## src/rtl/kvct_pkg.sv

```systemverilog
// Shared types, constants and helpers of the key/value configuration tokenizer.
package kvct_pkg;

   // Offset counter width and the fixed width of reported offsets.
   localparam int OFFSET_BITS = 20;
   localparam int TOKEN_BITS  = 20;
   localparam logic [OFFSET_BITS-1:0] POS_MAX = '1;

   // Result queue geometry; the depth is a power of two so pointers wrap.
   localparam int DEPTH    = 4;
   localparam int PTR_BITS = $clog2(DEPTH);
   localparam int CNT_BITS = $clog2(DEPTH + 1);

   // Input commands.
   localparam logic CMD_BYTE = 1'b0;
   localparam logic CMD_END  = 1'b1;

   // Characters with a meaning to the scanner.
   localparam logic [7:0] CH_HASH    = 8'h23;
   localparam logic [7:0] CH_EQUAL   = 8'h3D;
   localparam logic [7:0] CH_COMMA   = 8'h2C;
   localparam logic [7:0] CH_NEWLINE = 8'h0A;
   localparam logic [7:0] CH_SPACE   = 8'h20;
   localparam logic [7:0] CH_TAB     = 8'h09;
   localparam logic [7:0] CH_VTAB    = 8'h0B;
   localparam logic [7:0] CH_FF      = 8'h0C;
   localparam logic [7:0] CH_CR      = 8'h0D;

   typedef enum logic [2:0] {
      MODE_SEEK    = 3'd0,
      MODE_COMMENT = 3'd1,
      MODE_KEY     = 3'd2,
      MODE_VSPACE  = 3'd3,
      MODE_VALUE   = 3'd4
   } mode_type;

   typedef enum logic [1:0] {
      KIND_KEY = 2'd0,
      KIND_VAL = 2'd1,
      KIND_EOF = 2'd2
   } kind_type;

   typedef struct packed {
      kind_type                kind;
      logic [TOKEN_BITS-1:0]   token_begin;
      logic [TOKEN_BITS-1:0]   token_end;
      logic                    overflow;
      logic                    last;
   } result_type;

   // Up to two results written into the queue in one cycle.
   typedef struct packed {
      logic [1:0] count;
      result_type r0;
      result_type r1;
   } push_type;

   // Whitespace inside a line (everything but newline).
   function automatic logic is_inline_space(input logic [7:0] c);
      return c inside {CH_SPACE, CH_TAB, CH_VTAB, CH_FF, CH_CR};
   endfunction

endpackage

```

## src/rtl/kvct_scan.sv

```systemverilog
// Scanner state and per-transaction decode that produces up to two tokens.
module kvct_scan (
   input  logic              clock,
   input  logic              reset,
   input  logic              en,
   input  logic              cmd,
   input  logic [7:0]        text_byte,
   output kvct_pkg::push_type push
);

   kvct_pkg::mode_type                  mode_ff, mode_in;
   logic [kvct_pkg::OFFSET_BITS-1:0]    pos_ff, pos_in;
   logic [kvct_pkg::OFFSET_BITS-1:0]    pbeg_ff, pbeg_in;
   logic [kvct_pkg::OFFSET_BITS-1:0]    pend_ff, pend_in;
   logic                                ovf_ff, ovf_in;

   logic                                sat;
   logic [kvct_pkg::OFFSET_BITS-1:0]    nx;
   logic                                ovf_new;
   logic                                spc;

   // Build one result record with offsets cut to the reported width.
   function automatic kvct_pkg::result_type mk(
      input kvct_pkg::kind_type              k,
      input logic [kvct_pkg::OFFSET_BITS-1:0] b,
      input logic [kvct_pkg::OFFSET_BITS-1:0] e,
      input logic                            o,
      input logic                            l);
      kvct_pkg::result_type r;
      r.kind        = k;
      r.token_begin = kvct_pkg::TOKEN_BITS'(b);
      r.token_end   = kvct_pkg::TOKEN_BITS'(e);
      r.overflow    = o;
      r.last        = l;
      return r;
   endfunction

   // Saturating byte position.
   always_comb begin
      sat     = (pos_ff == kvct_pkg::POS_MAX);
      nx      = sat ? kvct_pkg::POS_MAX : pos_ff + 1'b1;
      ovf_new = ovf_ff | sat;
      spc     = kvct_pkg::is_inline_space(text_byte);
   end

   // Mode decode, pending token update and token emission.
   always_comb begin
      mode_in  = mode_ff;
      pos_in   = pos_ff;
      pbeg_in  = pbeg_ff;
      pend_in  = pend_ff;
      ovf_in   = ovf_ff;
      push     = '0;
      push.r0  = mk(kvct_pkg::KIND_EOF, '0, '0, ovf_ff, 1'b1);
      push.r1  = mk(kvct_pkg::KIND_EOF, '0, '0, ovf_ff, 1'b1);
      if (en && cmd == kvct_pkg::CMD_END) begin
         // Flush the pending token, then end of file, then rewind.
         mode_in = kvct_pkg::MODE_SEEK;
         pos_in  = '0;
         pbeg_in = '0;
         pend_in = '0;
         ovf_in  = 1'b0;
         case (mode_ff)
            kvct_pkg::MODE_KEY: begin
               push.count = 2'd2;
               push.r0    = mk(kvct_pkg::KIND_KEY, pbeg_ff, pend_ff, ovf_ff, 1'b0);
            end
            kvct_pkg::MODE_VSPACE: begin
               push.count = 2'd2;
               push.r0    = mk(kvct_pkg::KIND_VAL, pos_ff, pos_ff, ovf_ff, 1'b0);
            end
            kvct_pkg::MODE_VALUE: begin
               push.count = 2'd2;
               push.r0    = mk(kvct_pkg::KIND_VAL, pbeg_ff, pend_ff, ovf_ff, 1'b0);
            end
            default: begin
               push.count = 2'd1;
            end
         endcase
      end else if (en) begin
         pos_in = nx;
         ovf_in = ovf_new;
         case (mode_ff)
            kvct_pkg::MODE_COMMENT: begin
               if (text_byte == kvct_pkg::CH_NEWLINE) begin
                  mode_in = kvct_pkg::MODE_SEEK;
               end
            end
            kvct_pkg::MODE_KEY: begin
               if (text_byte == kvct_pkg::CH_EQUAL || text_byte == kvct_pkg::CH_NEWLINE) begin
                  push.count = 2'd1;
                  push.r0    = mk(kvct_pkg::KIND_KEY, pbeg_ff, pend_ff, ovf_new, 1'b1);
                  mode_in    = (text_byte == kvct_pkg::CH_EQUAL) ? kvct_pkg::MODE_VSPACE
                                                                  : kvct_pkg::MODE_SEEK;
               end else if (!spc) begin
                  pend_in = nx;
               end
            end
            kvct_pkg::MODE_VSPACE, kvct_pkg::MODE_VALUE: begin
               // A value opens at the first byte that is not a space.
               if (!(mode_ff == kvct_pkg::MODE_VSPACE && text_byte == kvct_pkg::CH_SPACE)) begin
                  logic [kvct_pkg::OFFSET_BITS-1:0] b, e;
                  b = (mode_ff == kvct_pkg::MODE_VSPACE) ? pos_ff : pbeg_ff;
                  e = (mode_ff == kvct_pkg::MODE_VSPACE) ? pos_ff : pend_ff;
                  pbeg_in = b;
                  pend_in = e;
                  mode_in = kvct_pkg::MODE_VALUE;
                  if (text_byte == kvct_pkg::CH_NEWLINE || text_byte == kvct_pkg::CH_COMMA) begin
                     push.count = 2'd1;
                     push.r0    = mk(kvct_pkg::KIND_VAL, b, e, ovf_new, 1'b1);
                     mode_in    = (text_byte == kvct_pkg::CH_COMMA) ? kvct_pkg::MODE_VSPACE
                                                                     : kvct_pkg::MODE_SEEK;
                  end else if (!spc) begin
                     pend_in = nx;
                  end
               end
            end
            default: begin
               mode_in = kvct_pkg::MODE_SEEK;
               if (text_byte == kvct_pkg::CH_HASH) begin
                  mode_in = kvct_pkg::MODE_COMMENT;
               end else if (text_byte != kvct_pkg::CH_NEWLINE && !spc) begin
                  pbeg_in = pos_ff;
                  pend_in = nx;
                  mode_in = kvct_pkg::MODE_KEY;
               end
            end
         endcase
      end
   end

   // Scanner state registers.
   always_ff @(posedge clock) begin
      if (reset) begin
         mode_ff <= kvct_pkg::MODE_SEEK;
         pos_ff  <= '0;
         pbeg_ff <= '0;
         pend_ff <= '0;
         ovf_ff  <= 1'b0;
      end else begin
         mode_ff <= mode_in;
         pos_ff  <= pos_in;
         pbeg_ff <= pbeg_in;
         pend_ff <= pend_in;
         ovf_ff  <= ovf_in;
      end
   end

`ifndef SYNTH
   a_rewind: assert property (@(posedge clock) disable iff (reset)
      (en && cmd == kvct_pkg::CMD_END) |=>
         (mode_ff == kvct_pkg::MODE_SEEK && pos_ff == '0 && !ovf_ff))
      else $error("scanner did not rewind after end of input");
   a_ovf_sat: assert property (@(posedge clock) disable iff (reset)
      ovf_ff |-> (pos_ff == kvct_pkg::POS_MAX))
      else $error("overflow flag set while position is not saturated");
   a_end_emits: assert property (@(posedge clock) disable iff (reset)
      (en && cmd == kvct_pkg::CMD_END) |-> (push.count != 2'd0))
      else $error("end of input produced no end-of-file token");
`endif

endmodule

```

## src/rtl/kvct_fifo.sv

```systemverilog
// Result queue that takes up to two tokens per cycle and hands out one.
module kvct_fifo (
   input  logic                      clock,
   input  logic                      reset,
   input  kvct_pkg::push_type        push,
   output logic                      room2,
   output logic                      rsp_valid,
   input  logic                      rsp_ready,
   output kvct_pkg::result_type      rsp_data
);

   kvct_pkg::result_type                mem [kvct_pkg::DEPTH];
   logic [kvct_pkg::PTR_BITS-1:0]       wr_ptr_ff, wr_ptr_in;
   logic [kvct_pkg::PTR_BITS-1:0]       rd_ptr_ff, rd_ptr_in;
   logic [kvct_pkg::CNT_BITS-1:0]       count_ff, count_in;
   logic                                pop;
   logic [kvct_pkg::PTR_BITS-1:0]       wr_ptr_nxt;

   // Pointer and occupancy update.
   always_comb begin
      rsp_valid  = (count_ff != '0);
      rsp_data   = mem[rd_ptr_ff];
      room2      = (count_ff <= kvct_pkg::CNT_BITS'(kvct_pkg::DEPTH - 2));
      pop        = rsp_valid && rsp_ready;
      wr_ptr_nxt = wr_ptr_ff + 1'b1;
      wr_ptr_in  = wr_ptr_ff + kvct_pkg::PTR_BITS'(push.count);
      rd_ptr_in  = rd_ptr_ff + kvct_pkg::PTR_BITS'(pop);
      count_in   = count_ff + kvct_pkg::CNT_BITS'(push.count) - kvct_pkg::CNT_BITS'(pop);
   end

   // Control registers.
   always_ff @(posedge clock) begin
      if (reset) begin
         wr_ptr_ff <= '0;
         rd_ptr_ff <= '0;
         count_ff  <= '0;
      end else begin
         wr_ptr_ff <= wr_ptr_in;
         rd_ptr_ff <= rd_ptr_in;
         count_ff  <= count_in;
      end
   end

   // Storage write.
   always_ff @(posedge clock) begin
      if (push.count != 2'd0) begin
         mem[wr_ptr_ff] <= push.r0;
      end
      if (push.count == 2'd2) begin
         mem[wr_ptr_nxt] <= push.r1;
      end
   end

`ifndef SYNTH
   a_no_over: assert property (@(posedge clock) disable iff (reset)
      count_ff <= kvct_pkg::CNT_BITS'(kvct_pkg::DEPTH))
      else $error("result queue occupancy beyond depth");
   a_push_room: assert property (@(posedge clock) disable iff (reset)
      (push.count != 2'd0) |-> room2)
      else $error("tokens written into a queue without room");
   a_eof_last: assert property (@(posedge clock) disable iff (reset)
      (rsp_valid && rsp_data.kind == kvct_pkg::KIND_EOF) |-> rsp_data.last)
      else $error("end-of-file token without last mark");
`endif

endmodule

```

## src/rtl/key_value_config_tokenizer.sv

```systemverilog
// Top level of the key/value configuration tokenizer.
//
// The req_ channel carries one transaction per text byte (req_cmd low) or an
// end-of-buffer marker (req_cmd high). The rsp_ channel returns key, value and
// end-of-file tokens as begin and end byte offsets, with the overflow flag of
// the buffer and a last mark on the final token caused by each transaction.
// Both channels use valid/ready; a transaction moves when both are high.
// An accepted transaction waits in the input register until the result queue
// has room for two tokens; it is then decoded and its tokens are written into
// the queue registers, from which the receiver takes them. One
// transaction per cycle is sustained while each yields at most one token and
// the receiver keeps up: the scanner decodes one byte per cycle and the
// four-entry result queue takes up to two tokens per cycle. An end marker
// after a pending token yields two tokens, drained one per cycle while the
// receiver is ready. When it stalls, the queue fills; req_ready drops while
// the input register waits for two free entries. Nothing is lost or repeated.
// Reset clears the scanner to seeking a key at offset zero and empties the
// queue. After every end-of-file token the scanner rewinds the same way.
module key_value_config_tokenizer (
   input  logic                           clock,
   input  logic                           reset,
   input  logic                           req_valid,
   output logic                           req_ready,
   input  logic                           req_cmd,
   input  logic [7:0]                     req_text_byte,
   output logic                           rsp_valid,
   input  logic                           rsp_ready,
   output logic [1:0]                     rsp_token_kind,
   output logic [kvct_pkg::TOKEN_BITS-1:0] rsp_token_begin,
   output logic [kvct_pkg::TOKEN_BITS-1:0] rsp_token_end,
   output logic                           rsp_offset_overflow,
   output logic                           rsp_last_of_run
);

   logic                  in_valid_ff, in_valid_in;
   logic                  cmd_ff;
   logic [7:0]            byte_ff;
   logic                  room2;
   logic                  proceed;
   kvct_pkg::push_type    push;
   kvct_pkg::result_type  rsp_data;

   // Input register handshake.
   always_comb begin
      proceed     = in_valid_ff && room2;
      req_ready   = !in_valid_ff || proceed;
      in_valid_in = (req_valid && req_ready) || (in_valid_ff && !proceed);
   end

   always_ff @(posedge clock) begin
      if (reset) begin
         in_valid_ff <= 1'b0;
      end else begin
         in_valid_ff <= in_valid_in;
      end
   end

   always_ff @(posedge clock) begin
      if (req_valid && req_ready) begin
         cmd_ff  <= req_cmd;
         byte_ff <= req_text_byte;
      end
   end

   kvct_scan u_scan (
      .clock     (clock),
      .reset     (reset),
      .en        (proceed),
      .cmd       (cmd_ff),
      .text_byte (byte_ff),
      .push      (push)
   );

   kvct_fifo u_fifo (
      .clock     (clock),
      .reset     (reset),
      .push      (push),
      .room2     (room2),
      .rsp_valid (rsp_valid),
      .rsp_ready (rsp_ready),
      .rsp_data  (rsp_data)
   );

   // Result fields.
   assign rsp_token_kind      = rsp_data.kind;
   assign rsp_token_begin     = rsp_data.token_begin;
   assign rsp_token_end       = rsp_data.token_end;
   assign rsp_offset_overflow = rsp_data.overflow;
   assign rsp_last_of_run     = rsp_data.last;

endmodule

```

## config.mk

```make
export PLATFORM = sky130hd
export DESIGN_NAME = key_value_config_tokenizer
export DESIGN_NICKNAME = d
export VERILOG_FILES = /design/src/rtl/kvct_pkg.sv /design/src/rtl/kvct_scan.sv /design/src/rtl/kvct_fifo.sv /design/src/rtl/key_value_config_tokenizer.sv
export SDC_FILE = /design/constraint.sdc
export NUM_CORES = 1
export LEC_CHECK = 0
export ABC_AREA = 1
export BUFFER_PORTS_ARGS = -buffer_cell sky130_fd_sc_hd__buf_2
export CAP_MARGIN = 5
export CORE_ASPECT_RATIO = 1.4
export CORE_UTILIZATION = 41
export CTS_CLUSTER_SIZE = 30
export DETAILED_ROUTE_END_ITERATION = 8
export SLEW_MARGIN = 10
export SYNTH_ARGS = -nofsm -noshare
export SYNTH_HDL_FRONTEND = slang
export SYNTH_SLANG_ARGS = --single-unit
export TNS_END_PERCENT = 100
```

## constraint.sdc

```tcl
create_clock -name clock -period 2.83 [get_ports clock]
set_input_delay 0.849 -clock clock [delete_from_list [all_inputs] [get_ports clock]]
set_output_delay 0.849 -clock clock [all_outputs]
set_load 0.05 [all_outputs]
```

# Yosys cells after proc, flatten, opt, wreduce, memory -nomap -nowiden
# Memories as Yosys holds them, arrays and structs flattened. A register that Yosys moved wholly into a read port is not among the register bits.
# Cells that the tools add are included.
# W data, S select, Z words.
# totals
register_bits	81
ram_bits	176
inputBits	13
out_inout_bits	46
n_memories	1
# memory_table
memory	depth	width	rd	rd_ports_with_merged_regs	write_ports	line	source
u_fifo.mem	4	44	1	1	2	kvct_fifo.sv:12	kvct_pkg::result_type mem [kvct_pkg::DEPTH];
# classes
add_sub_neg	6
magnitude_cmp	1
n_eq_ne	23
n_mux	37
n_bitwise	3
n_reduce_logical	26
# ops
op	n
$mux W20	13
$mux W46	3
$pmux W44 S3	1
$pmux W46 S2	1
$mux W45	2
$pmux W20 S3	1
$eq A8 B4 Y1 const B	5
$pmux W20 S2	1
$eq A8 B6 Y1 const B	4
$add A20 B1 Y20 const B	1
$eq A20 B20 Y1 const B	1
$mux W3	5
$mux W2	5
$pmux W3 S3	1
$ne A2 B2 Y1 const B	4
$ne A8 B4 Y1 const B	1
$logic_and A1 B1 Y1	7
$reduce_and A7 Y1	1
$eq A3 B2 Y1 const B	2
$reduce_bool A3 Y1	2
$reduce_or A2 Y1	3
$reduce_and A5 Y1	1
$reduce_bool A5 Y1	1
$logic_or A1 B1 Y1	4
18 further kinds	26

# Logic depth before layout (Yosys ltp)
# Gate-level depths: netlist of the first run.
# logic_depth
ltp_word	10
depth_mapped	19

# By module
# A second synthesis of the first run with hierarchy kept.
# unflattened
hier_cells	1904
hier_area_um2	14896.8
# modules_own_cells
module	n_inst	cells_each	area_per_inst_um2	seq_area_each_um2
kvct_fifo	1	922	8857.2	5425.2
kvct_scan	1	965	5714.2	1281.2
key_value_config_tokenizer	1	17	325.3	290.3

# Least setup slack after synthesis of the first run
# No wires, ideal clock.
# synth_path
kind	reg2out
startpoint	register u_fifo.rd_ptr_ff[0] (netlist name)
endpoint	output port rsp_token_kind[0]
arrival_time_ns	2.096
t_required_ns	1.981
path_slack_ns	-0.115
path_stages_with_launch	6
n_path_buf	2
path_cell_list	dfxtp_1 inv_1 clkbuf_1 clkbuf_1 o21ai_0 o21ai_0
# synth_rtl
element	line	source
end, declared	key_value_config_tokenizer.sv:28	output logic [1:0] rsp_token_kind,

==> results of run 1 <==
-- layout make-up --
cell class,count,share of cell area (%)
clock buffer,44,4.90
clock inverter,4,0.574
inverter,278,6.41
multi-input combinational,1720,45.4
sequential,257,31.9
tap,451,3.41
timing repair buffer,129,7.44
timing repair inverter,1,0.0302
-- how the worst max path moves through the flow --
stage	start	endpoint	cells past startpoint	slack, ps
finish	u_fifo.rd_ptr_ff[0]	rsp_token_end[15]	6	30
global route	u_fifo.rd_ptr_ff[0]	rsp_offset_overflow	5	-30
CTS	u_fifo.rd_ptr_ff[0]	rsp_token_begin[3]	4	-20
detailed placement	byte_ff[7]	u_fifo.count_ff[2]	18	190
global placement	byte_ff[6]	u_fifo.count_ff[2]	18	190
floorplan	byte_ff[2]	u_fifo.count_ff[2]	19	100
-- routing by layer --
layer	global-route usage, %	share of wire [%]
met1	28.7	43
met2	41.6	48
met3	3.24	5.3
met4	8.97	3.1
met5	0	0
-- synth_stat cells, drive strengths merged --
library cell | n | area (sq um)
fa | 1 | 20.0
o21a | 1 | 7.51
nand4 | 10 | 62.6
nand3b | 13 | 97.6
and2 | 4 | 25.0
nand2 | 710 | 2710
inv | 278 | 1040
xnor2 | 7 | 61.3
ha | 6 | 75.1
edfxtp | 13 | 390
a21oi | 182 | 911
o21ai | 186 | 931
nor3 | 6 | 51.3
nor2 | 470 | 1770
dfxtp | 244 | 4880
nand3 | 99 | 495
buf | 70 | 418
xor2 | 7 | 61.3
o22ai | 4 | 25.0
a21boi | 1 | 7.51
o211ai | 13 | 97.6
clkbuf | 71 | 267
-- registers in the layout (all words and copies together), names as in the netlist --
signal            flops
u_scan.pos_ff        20
u_fifo.wr_ptr_ff      2
cmd_ff                1
u_fifo.count_ff       3
u_fifo.rd_ptr_ff      2
byte_ff               8
u_scan.pbeg_ff       20
u_scan.ovf_ff         1
u_fifo.mem          176
u_scan.pend_ff       20
in_valid_ff           1
u_scan.mode_ff        3
-- repair_timing --
action / CTS / global route
endpoints found under the setup margin: 41 / 35
pin swaps: 0 / 2
buffers inserted: 4 / 6
gates resized for setup: 30 / 76
gates cloned: 1 / 2
-- cells in the final DEF (no fill, tap or decap), types with 9 or more instances in the layout --
cell type,n
a21oi_2,18
buf_6,9
buf_12,16
nand3_1,99
clkbuf_16,31
edfxtp_1,13
buf_2,18
nand3b_1,13
a21oi_1,164
inv_1,267
buf_4,78
nand2_1,696
nor2_1,463
dfxtp_1,242
o211ai_1,13
clkbuf_1,12
inv_2,9
o21ai_1,30
nand4_1,10
o21ai_0,155
nand2_2,12
-- tightest hold or removal path, delay by kind of cell (launching register included) --
kind,cells,cell delay (ps)
flip-flops,1,320
AND/OR/NAND/NOR,2,100
-- through the flow --
step | TNS [ps] | power [mW] | cells | util (%) | hold slack, ps
2_1_floorplan | 0 | 11.3 | 2396 | - | 424
3_3_place_gp | 0 | 13.0 | 2823 | 44.6 | 441
3_5_place_dp | 0 | 13.1 | 2823 | 44.6 | 439
4_1_cts | -31.9 | 17.1 | 2876 | 47.6 | 440
5_1_grt | -92.5 | 18.6 | 2884 | 48.2 | 448
6_report | 0 | 17.4 | 2884 | 48.2 | 453
-- report_power, final --
group          total (mW)  switching [mW]  internal [mW]
sequential           5.64           0.660           4.98
clock                3.73            1.51           2.22
combinational        8.02            5.37           2.65
-- logic make-up after synthesis --
group                    share of synthesized area [%]
buffers and inverters                             12.0
XOR/XNOR                                         0.850
AND/OR/NAND/NOR                                   36.2
adder cells (fa/ha/maj)                          0.659
AO/OA/AOI/OAI                                     13.7
flip-flops                                        36.6
==> run summary, run 1 <==
Multi-input logic area -> 0.00751 sq mm
Hold WC Path Type -> reg -> reg
R2R Setup Slk -> 230 ps
VDD IR-drop max -> 0.646 mV
RSZ-0062 raised after global routing -> true
Buffers plus inverters on the worst setup path -> 3
Crit-path max cell delay -> 450 ps
Syn Area/Cell -> 6.02 sq um
Pin count of the biggest net entering global routing -> 81
# nets final -> 2435
Die ar. -> 0.0359 sq mm
Post-detail-place hpwl -> 27300 um
Syn Std Cell Area -> 0.0144 sq mm
Port bufs -> 58
Gpl congestion -> 0.905
Post-synthesis sequential area ratio -> 36.6%
Initial drt markers -> 1015
Post-route DRC -> 0
Hold path cells -> 2
Reg area -> 0.00528 sq mm
Status -> completed
Crit path top cell by count -> a21oi_1
Static leakage -> 9.22 nW
Clock sink count -> 257
Final Skew -> 10.5 ps
H-tree depth -> 1
Crit path cell chain -> clkinv_8, buf_16, o21ai_0, a21oi_1, a21oi_1, buf_2
RR Endpoint -> u_fifo.count_ff[2]
Final Hold Vio Count -> 0
Synth cell types -> 32
Reg clk slew, reported paths -> 60 ps
Clk buf depth -> 3
Initial antenna violation count -> 0
CP delay by family, top -> buffers and inverters
Final WS setup -> 25.6 ps
Mapped Nets -> 2416
Num rows -> 80
I/O pins -> 59
Slowest stage cell, crit path -> dfxtp_4
Clock latency at the later pin of the worst-skew pair -> 560 ps
Req. time, crit path -> 1980 ps
FILL cells -> 3558
Hold path start -> u_fifo.mem[2][43]
Detailed Routing Iterations Pass 1 -> 5
Total wire length -> 42800 um
Critical path peak fanout -> 22
Total grt overflow -> 0
Max Clk Rate -> 357 MHz
Worst slew margin -> 26.1%
Origin of the critical flop-to-flop path -> u_scan.mode_ff[0]
Layout area overhead -> 14.9%
Worst Hold Endpoint -> u_fifo.mem[2][43]
Power per cell area -> 1050 mW/mm^2
Die W -> 161 um
Starting density of the core -> 42.0%
CTS Hold Buffers Added -> 0
Critical Path AT -> 1960 ps
Area of the core -> 0.0343 sq mm
Place WS -> 188 ps
First-pass GRT wire length -> 68700 um
Reg2reg path depth -> 17
Max Cap Viol -> 0
Cts bufs inserted -> 28
Antenna-violating nets left -> 0
Crit end category -> primary output
Number of global-route vias before repair -> 13300
Number of vias per cell -> 4.97
Yosys reg bits -> 257
WS Path Type -> reg -> out
CTS tree -> yes
Final worst-path cycle share -> 99.1%
Critical path launch point type -> flop
Yosys Warn Count -> 0
Slew Limit Fails -> 0
Mapped Cells -> 2396
Overall routing resource usage -> 23.5%
Ratio of cells with drive above 1 in the final layout -> 9.12%
Final Cell Area -> 0.0166 sq mm
N_diodes -> 0
Least-Margin Pin Slew -> 1110 ps
Tmin final -> 2800 ps
Root Driver -> clkbuf_16
Wire per inst -> 14.8 um
Die Span Y -> 224 um
Final setup viols -> 0
DP Area -> 0.0153 sq mm
Via Count -> 14300
Power figures use the tool's default switching activity.
==> inputs of run 2 (changes only) <==
Settings changed: GPL_TIMING_DRIVEN from default to 0.
==> run 2 against run 1 <==
Sequential power barely moved. Hold slack got worse by 0.99 ps. Non-clock buffer count rose by 90. Via count rose by 3.7%. Fmax rose by 0.31%. Setup slack improved by 8.5 ps. Count of clock-buffer cells in the layout fell by 7. Critical path depth did not move. Sequential share of layout area fell by 0.73 points. Global-route usage rose by 3.1 points. Core utilization rose by 1.2 points. Critical path type unchanged.
==> run summary, run 2 (synthesis results as in run 1) <==
Static leakage -> 9.40 nW
Reg clk slew, reported paths -> 60 ps
Crit path cell chain -> inv_4, clkbuf_16, clkbuf_16, o21ai_0, o22ai_1, buf_4
Detailed Routing Iterations Pass 1 -> 6
Max FFs per register -> 176
Clock sink count -> 257
Critical path launch point type -> flop
VDD IR-drop max -> 0.755 mV
Switching share of power -> 43.7%
Initial drt markers -> 1105
FILL cells -> 3613
Max Clk Rate -> 358 MHz
Die ar. -> 0.0359 sq mm
Wire per inst -> 16.1 um
DP Area -> 0.0153 sq mm
Min Hold Slack -> 452 ps
CTS tree -> yes
Status -> completed
Fin util -> 49.5%
Largest Register -> u_fifo.mem
Layout area overhead -> 17.7%
Die Span Y -> 224 um
First-pass GRT wire length -> 75600 um
Final Cell Area -> 0.0170 sq mm
Crit-path max cell delay -> 390 ps
Cts bufs inserted -> 28
Combinational share of power -> 46.7%
N_diodes -> 0
Tot Pwr -> 17.9 mW
Number of vias per cell -> 5.00
Die W -> 161 um
Antenna-violating nets left -> 0
Req. time, crit path -> 1980 ps
Root Driver -> clkbuf_16
Final setup viols -> 0
Place WS -> -673 ps
Sequential power share -> 31.4%
Pin count of the biggest net entering global routing -> 18
Starting density of the core -> 42.0%
Port bufs -> 57
Area of the core -> 0.0343 sq mm
Gpl congestion -> 0.972
Final Skew -> 16.1 ps
Clk buf depth -> 3
WS Path Type -> reg -> out
Crit end category -> primary output
Initial antenna violation count -> 0
I/O pins -> 59
Total Negative Setup Slacks -> 0 ps
Tmin final -> 2800 ps
Number of global-route vias before repair -> 14200
H-tree depth -> 1
Final Hold Vio Count -> 0
Reg area -> 0.00529 sq mm
Max Cap Viol -> 0
Final WS setup -> 34.2 ps
Slowest stage cell, crit path -> dfxtp_4
Overall routing resource usage -> 26.6%
# nets final -> 2524
Total grt overflow -> 0
Multi-input logic area -> 0.00760 sq mm
Final worst-path cycle share -> 98.8%
Post-route DRC -> 0
Internal power -> 10.1 mW
Slew Limit Fails -> 0
Post-detail-place hpwl -> 35400 um
R2R Setup Slk -> 130 ps
Power per cell area -> 1060 mW/mm^2
Worst slew margin -> 44.3%
Via Count -> 14900
Ratio of cells with drive above 1 in the final layout -> 11.6%
Critical Path AT -> 1950 ps
Hold WC Path Type -> reg -> reg
Least-Margin Pin Slew -> 836 ps
Cell Count, Final, Fillers Out -> 2977
Clock latency at the later pin of the worst-skew pair -> 560 ps
Most common cell after layout, fill and taps aside -> nand2_1
Crit path top cell by count -> clkbuf_16
Sw power -> 7.84 mW
RSZ-0062 raised after global routing -> true
Placed Cells -> 2904
Critical path peak fanout -> 10
Clk pwr share -> 21.9%
Most frequent cells in the layout -> 693 x nand2_1, 462 x nor2_1, 266 x inv_1, 239 x dfxtp_1, 163 x a21oi_1
Total wire length -> 47900 um
Num rows -> 80
-- run 2: cell types whose count changed in the layout (fill, tap and decap cells not counted), moves of 4 or more --
cell / previous run / this run
buf_4: 78 / 52
clkbuf_1: 12 / 49
clkbuf_2: 0 / 5
o21ai_2: 1 / 6
buf_6: 9 / 29
buf_2: 18 / 67
clkinv_2: 2 / 8
clkbuf_4: 4 / 9
clkbuf_8: 3 / 7
buf_12: 16 / 0
o21ai_0: 155 / 146
-- run 2: path summary, 6_finish.rpt --
check                                    startpoint             endpoint  cells past startpoint
worst min register to register    u_fifo.mem[2][43]    u_fifo.mem[2][43]                      2
worst max register to register   u_fifo.count_ff[2]   u_fifo.count_ff[2]                     15
worst max-delay path            u_fifo.rd_ptr_ff[1]  rsp_offset_overflow                      6
worst min-delay path              u_fifo.mem[2][43]    u_fifo.mem[2][43]                      2
-- run 2: final cells by class --
| cell class | count | area share (%) |
|---|---|---|
| Multi-Input combinational cell | 1720 | 44.8 |
| Sequential cell | 257 | 31.1 |
| Inverter | 278 | 6.19 |
| Buffer | 139 | 5.11 |
| Clock buffer | 37 | 4.69 |
| Timing Repair Buffer | 80 | 3.71 |
| Tap cell | 451 | 3.32 |
| Clock inverter | 15 | 1.08 |
-- run 2: worst max-delay path, delay by kind of cell (launching register included) --
kind / cells / cell delay (ps)
DFF: 1 / 390
AOI/OAI and AO/OA: 2 / 320
buffers and inverters: 4 / 690
-- run 2: power groups by stage --
| stage | clock (mW) | sequential, mW | combinational, mW |
|---|---|---|---|
| floorplan | 0 | 5.50 | 5.82 |
| global placement | 0 | 5.63 | 7.34 |
| detailed placement | 0 | 5.67 | 7.42 |
| CTS | 4.02 | 5.62 | 8.15 |
| global route | 4.16 | 5.77 | 9.22 |
| finish | 3.93 | 5.63 | 8.37 |
-- run 2: repair_timing --
action                     CTS  global route
setup endpoints to repair   46            43
buffers inserted             7            13
pin swaps                    8            10
resized for setup          153            61
hold buffers                 0             0
cloned                       1             2
-- run 2: routing by layer --
layer	global-route usage (%)	up-vias	wire, um
li1	-	7636	-
met1	30.0	6650	19300
met2	48.3	459	23600
met3	3.05	130	2300
met4	14.8	0	2720
met5	0	-	0
==> inputs of run 3 (changes only) <==
Settings changed: ABC_CLOCK_PERIOD_IN_PS from default to 2830, CORE_UTILIZATION 41 to 40.
==> run 3 against run 2 <==
Die area rose by 2.5%. First-iteration DRC count shrank 13%. Combinational power grew 1%. Global-route usage decreased by 0.34 points. Hold slack better by 4.8 ps. Critical path depth up 1. Setup slack got worse by 21 ps. Sequential share of layout area barely moved. Highest routed layer unchanged. Fmax is 0.75% lower. Total power about the same. Critical endpoint is now rsp_token_end[3]. Critical path type unchanged.
==> run summary, run 3 (synthesis results as in run 1) <==
Final WS setup -> 13.1 ps
Min Hold Slack -> 457 ps
Final Skew -> 11.8 ps
Reg2reg path depth -> 17
Die Span Y -> 227 um
WS Path Type -> reg -> out
Clk buf depth -> 3
Layout area overhead -> 17.7%
Hold WC Path Type -> in -> reg
Internal power -> 10.1 mW
Worst slew margin -> 42.5%
CTS Hold Buffers Added -> 0
RR Endpoint -> u_fifo.count_ff[2]
Critical path peak fanout -> 6
Most frequent cells in the layout -> 691 x nand2_1, 462 x nor2_1, 267 x inv_1, 239 x dfxtp_1, 159 x a21oi_1
Starting density of the core -> 40.9%
N_diodes -> 0
Fin util -> 48.1%
Total grt overflow -> 0
Crit-path max cell delay -> 420 ps
Wire per inst -> 16.2 um
CTS tree -> yes
Max FFs per register -> 176
Switching share of power -> 44.0%
FILL cells -> 3698
Critical path startpoint -> u_fifo.rd_ptr_ff[0]
Detailed Routing Iterations Pass 1 -> 5
Total Negative Setup Slacks -> 0 ps
I/O pins -> 59
Number of global-route vias before repair -> 14000
Die ar. -> 0.0368 sq mm
Clock latency at the later pin of the worst-skew pair -> 570 ps
Sw power -> 7.89 mW
Number of vias per cell -> 4.98
VDD IR-drop max -> 0.830 mV
Req. time, crit path -> 1980 ps
Crit path cell chain -> inv_4, clkbuf_16, clkbuf_16, o21ai_2, a21oi_2, a21oi_2, buf_6
Critical Path AT -> 1970 ps
Clk pwr share -> 21.2%
Sequential power share -> 31.5%
Pin count of the biggest net entering global routing -> 18
Max Clk Rate -> 355 MHz
Final Hold Vio Count -> 0
Reg area -> 0.00529 sq mm
Origin of the critical flop-to-flop path -> u_scan.mode_ff[0]
Final worst-path cycle share -> 99.5%
Overall routing resource usage -> 26.3%
Most common cell after layout, fill and taps aside -> nand2_1
Antenna-violating nets left -> 0
Total wire length -> 48000 um
Status -> completed
Root Driver -> clkbuf_16
Post-route DRC -> 0
Static leakage -> 9.39 nW
Critical path launch point type -> flop
Combinational share of power -> 47.3%
RSZ-0062 raised after global routing -> true
R2R Setup Slk -> 150 ps
Post-detail-place hpwl -> 36100 um
Least-Margin Pin Slew -> 862 ps
Multi-input logic area -> 0.00766 sq mm
Final setup viols -> 0
Place WS -> -663 ps
Final Cell Area -> 0.0170 sq mm
Ratio of cells with drive above 1 in the final layout -> 11.4%
Power per cell area -> 1060 mW/mm^2
Slew Limit Fails -> 0
Num rows -> 81
Gpl congestion -> 0.916
Cts bufs inserted -> 29
# nets final -> 2515
Clock sink count -> 257
Reg clk slew, reported paths -> 60 ps
Tmin final -> 2820 ps
Initial drt markers -> 957
Largest Register -> u_fifo.mem
Die W -> 162 um
First-pass GRT wire length -> 75700 um
Max Cap Viol -> 0
Initial antenna violation count -> 0
Area of the core -> 0.0353 sq mm
Via Count -> 14800
Critical Path End -> rsp_token_end[3]
DP Area -> 0.0153 sq mm
Crit end category -> primary output
H-tree depth -> 1
Slowest stage cell, crit path -> dfxtp_4
Port bufs -> 57
run 3: repair_timing:
action	CTS	global route
buffers inserted	4	6
pin swaps	8	6
resized for setup	163	66
gates cloned	2	1
setup endpoints to repair	47	31
run 3: how the worst min path moves through the flow:
stage                           start                end  slack, ps  cells after the start
global route         req_text_byte[2]         byte_ff[2]        450                      1
floorplan            u_fifo.mem[1][0]   u_fifo.mem[1][0]        420                      2
CTS                  req_text_byte[3]         byte_ff[3]        440                      1
finish               req_text_byte[4]         byte_ff[4]        460                      1
global placement    u_fifo.mem[2][43]  u_fifo.mem[2][43]        430                      2
detailed placement  u_fifo.mem[0][43]  u_fifo.mem[0][43]        440                      2
run 3: power by group through the flow:
stage / Sequential, mW / Clock, mW / Combinational [mW]
6_report: 5.65 / 3.81 / 8.49
3_5_place_dp: 5.68 / 0 / 7.45
3_3_place_gp: 5.63 / 0 / 7.37
5_1_grt: 5.80 / 4.01 / 9.38
2_1_floorplan: 5.50 / 0 / 5.82
4_1_cts: 5.63 / 3.85 / 8.28
run 3: metrics by stage:
| step | power [mW] | std cells |
|---|---|---|
| 2_1_floorplan | 11.3 | 2396 |
| 3_3_place_gp | 13.0 | 2909 |
| 3_5_place_dp | 13.1 | 2909 |
| 4_1_cts | 17.8 | 2964 |
| 5_1_grt | 19.2 | 2971 |
| 6_report | 18.0 | 2971 |
run 3: area by class of cell:
| type | count | area share [%] |
|---|---|---|
| Clock inverter | 7 | 0.524 |
| Clock buffer | 44 | 5.02 |
| Sequential cell | 257 | 31.2 |
| Tap cell | 456 | 3.36 |
| Timing Repair Buffer | 70 | 3.34 |
| Inverter | 278 | 6.19 |
| Buffer | 139 | 5.25 |
| Multi-Input combinational cell | 1720 | 45.1 |
run 3: routing by layer:
metal	up-vias	share of wire (%)	wire length, um	global-route usage [%]
met3	122	4.1	1990	2.47
met1	6670	41	19700	29.9
met5	-	0	0	0
met4	0	5.5	2640	13.7
li1	7606	-	-	-
met2	398	49	23700	48.1
run 3: worst max-delay path: cells and delay by family, from the launching register on:
| kind | cells | cell delay (ps) |
|---|---|---|
| DFF | 1 | 420 |
| AOI/OAI and AO/OA | 3 | 380 |
| buffers and inverters | 4 | 600 |
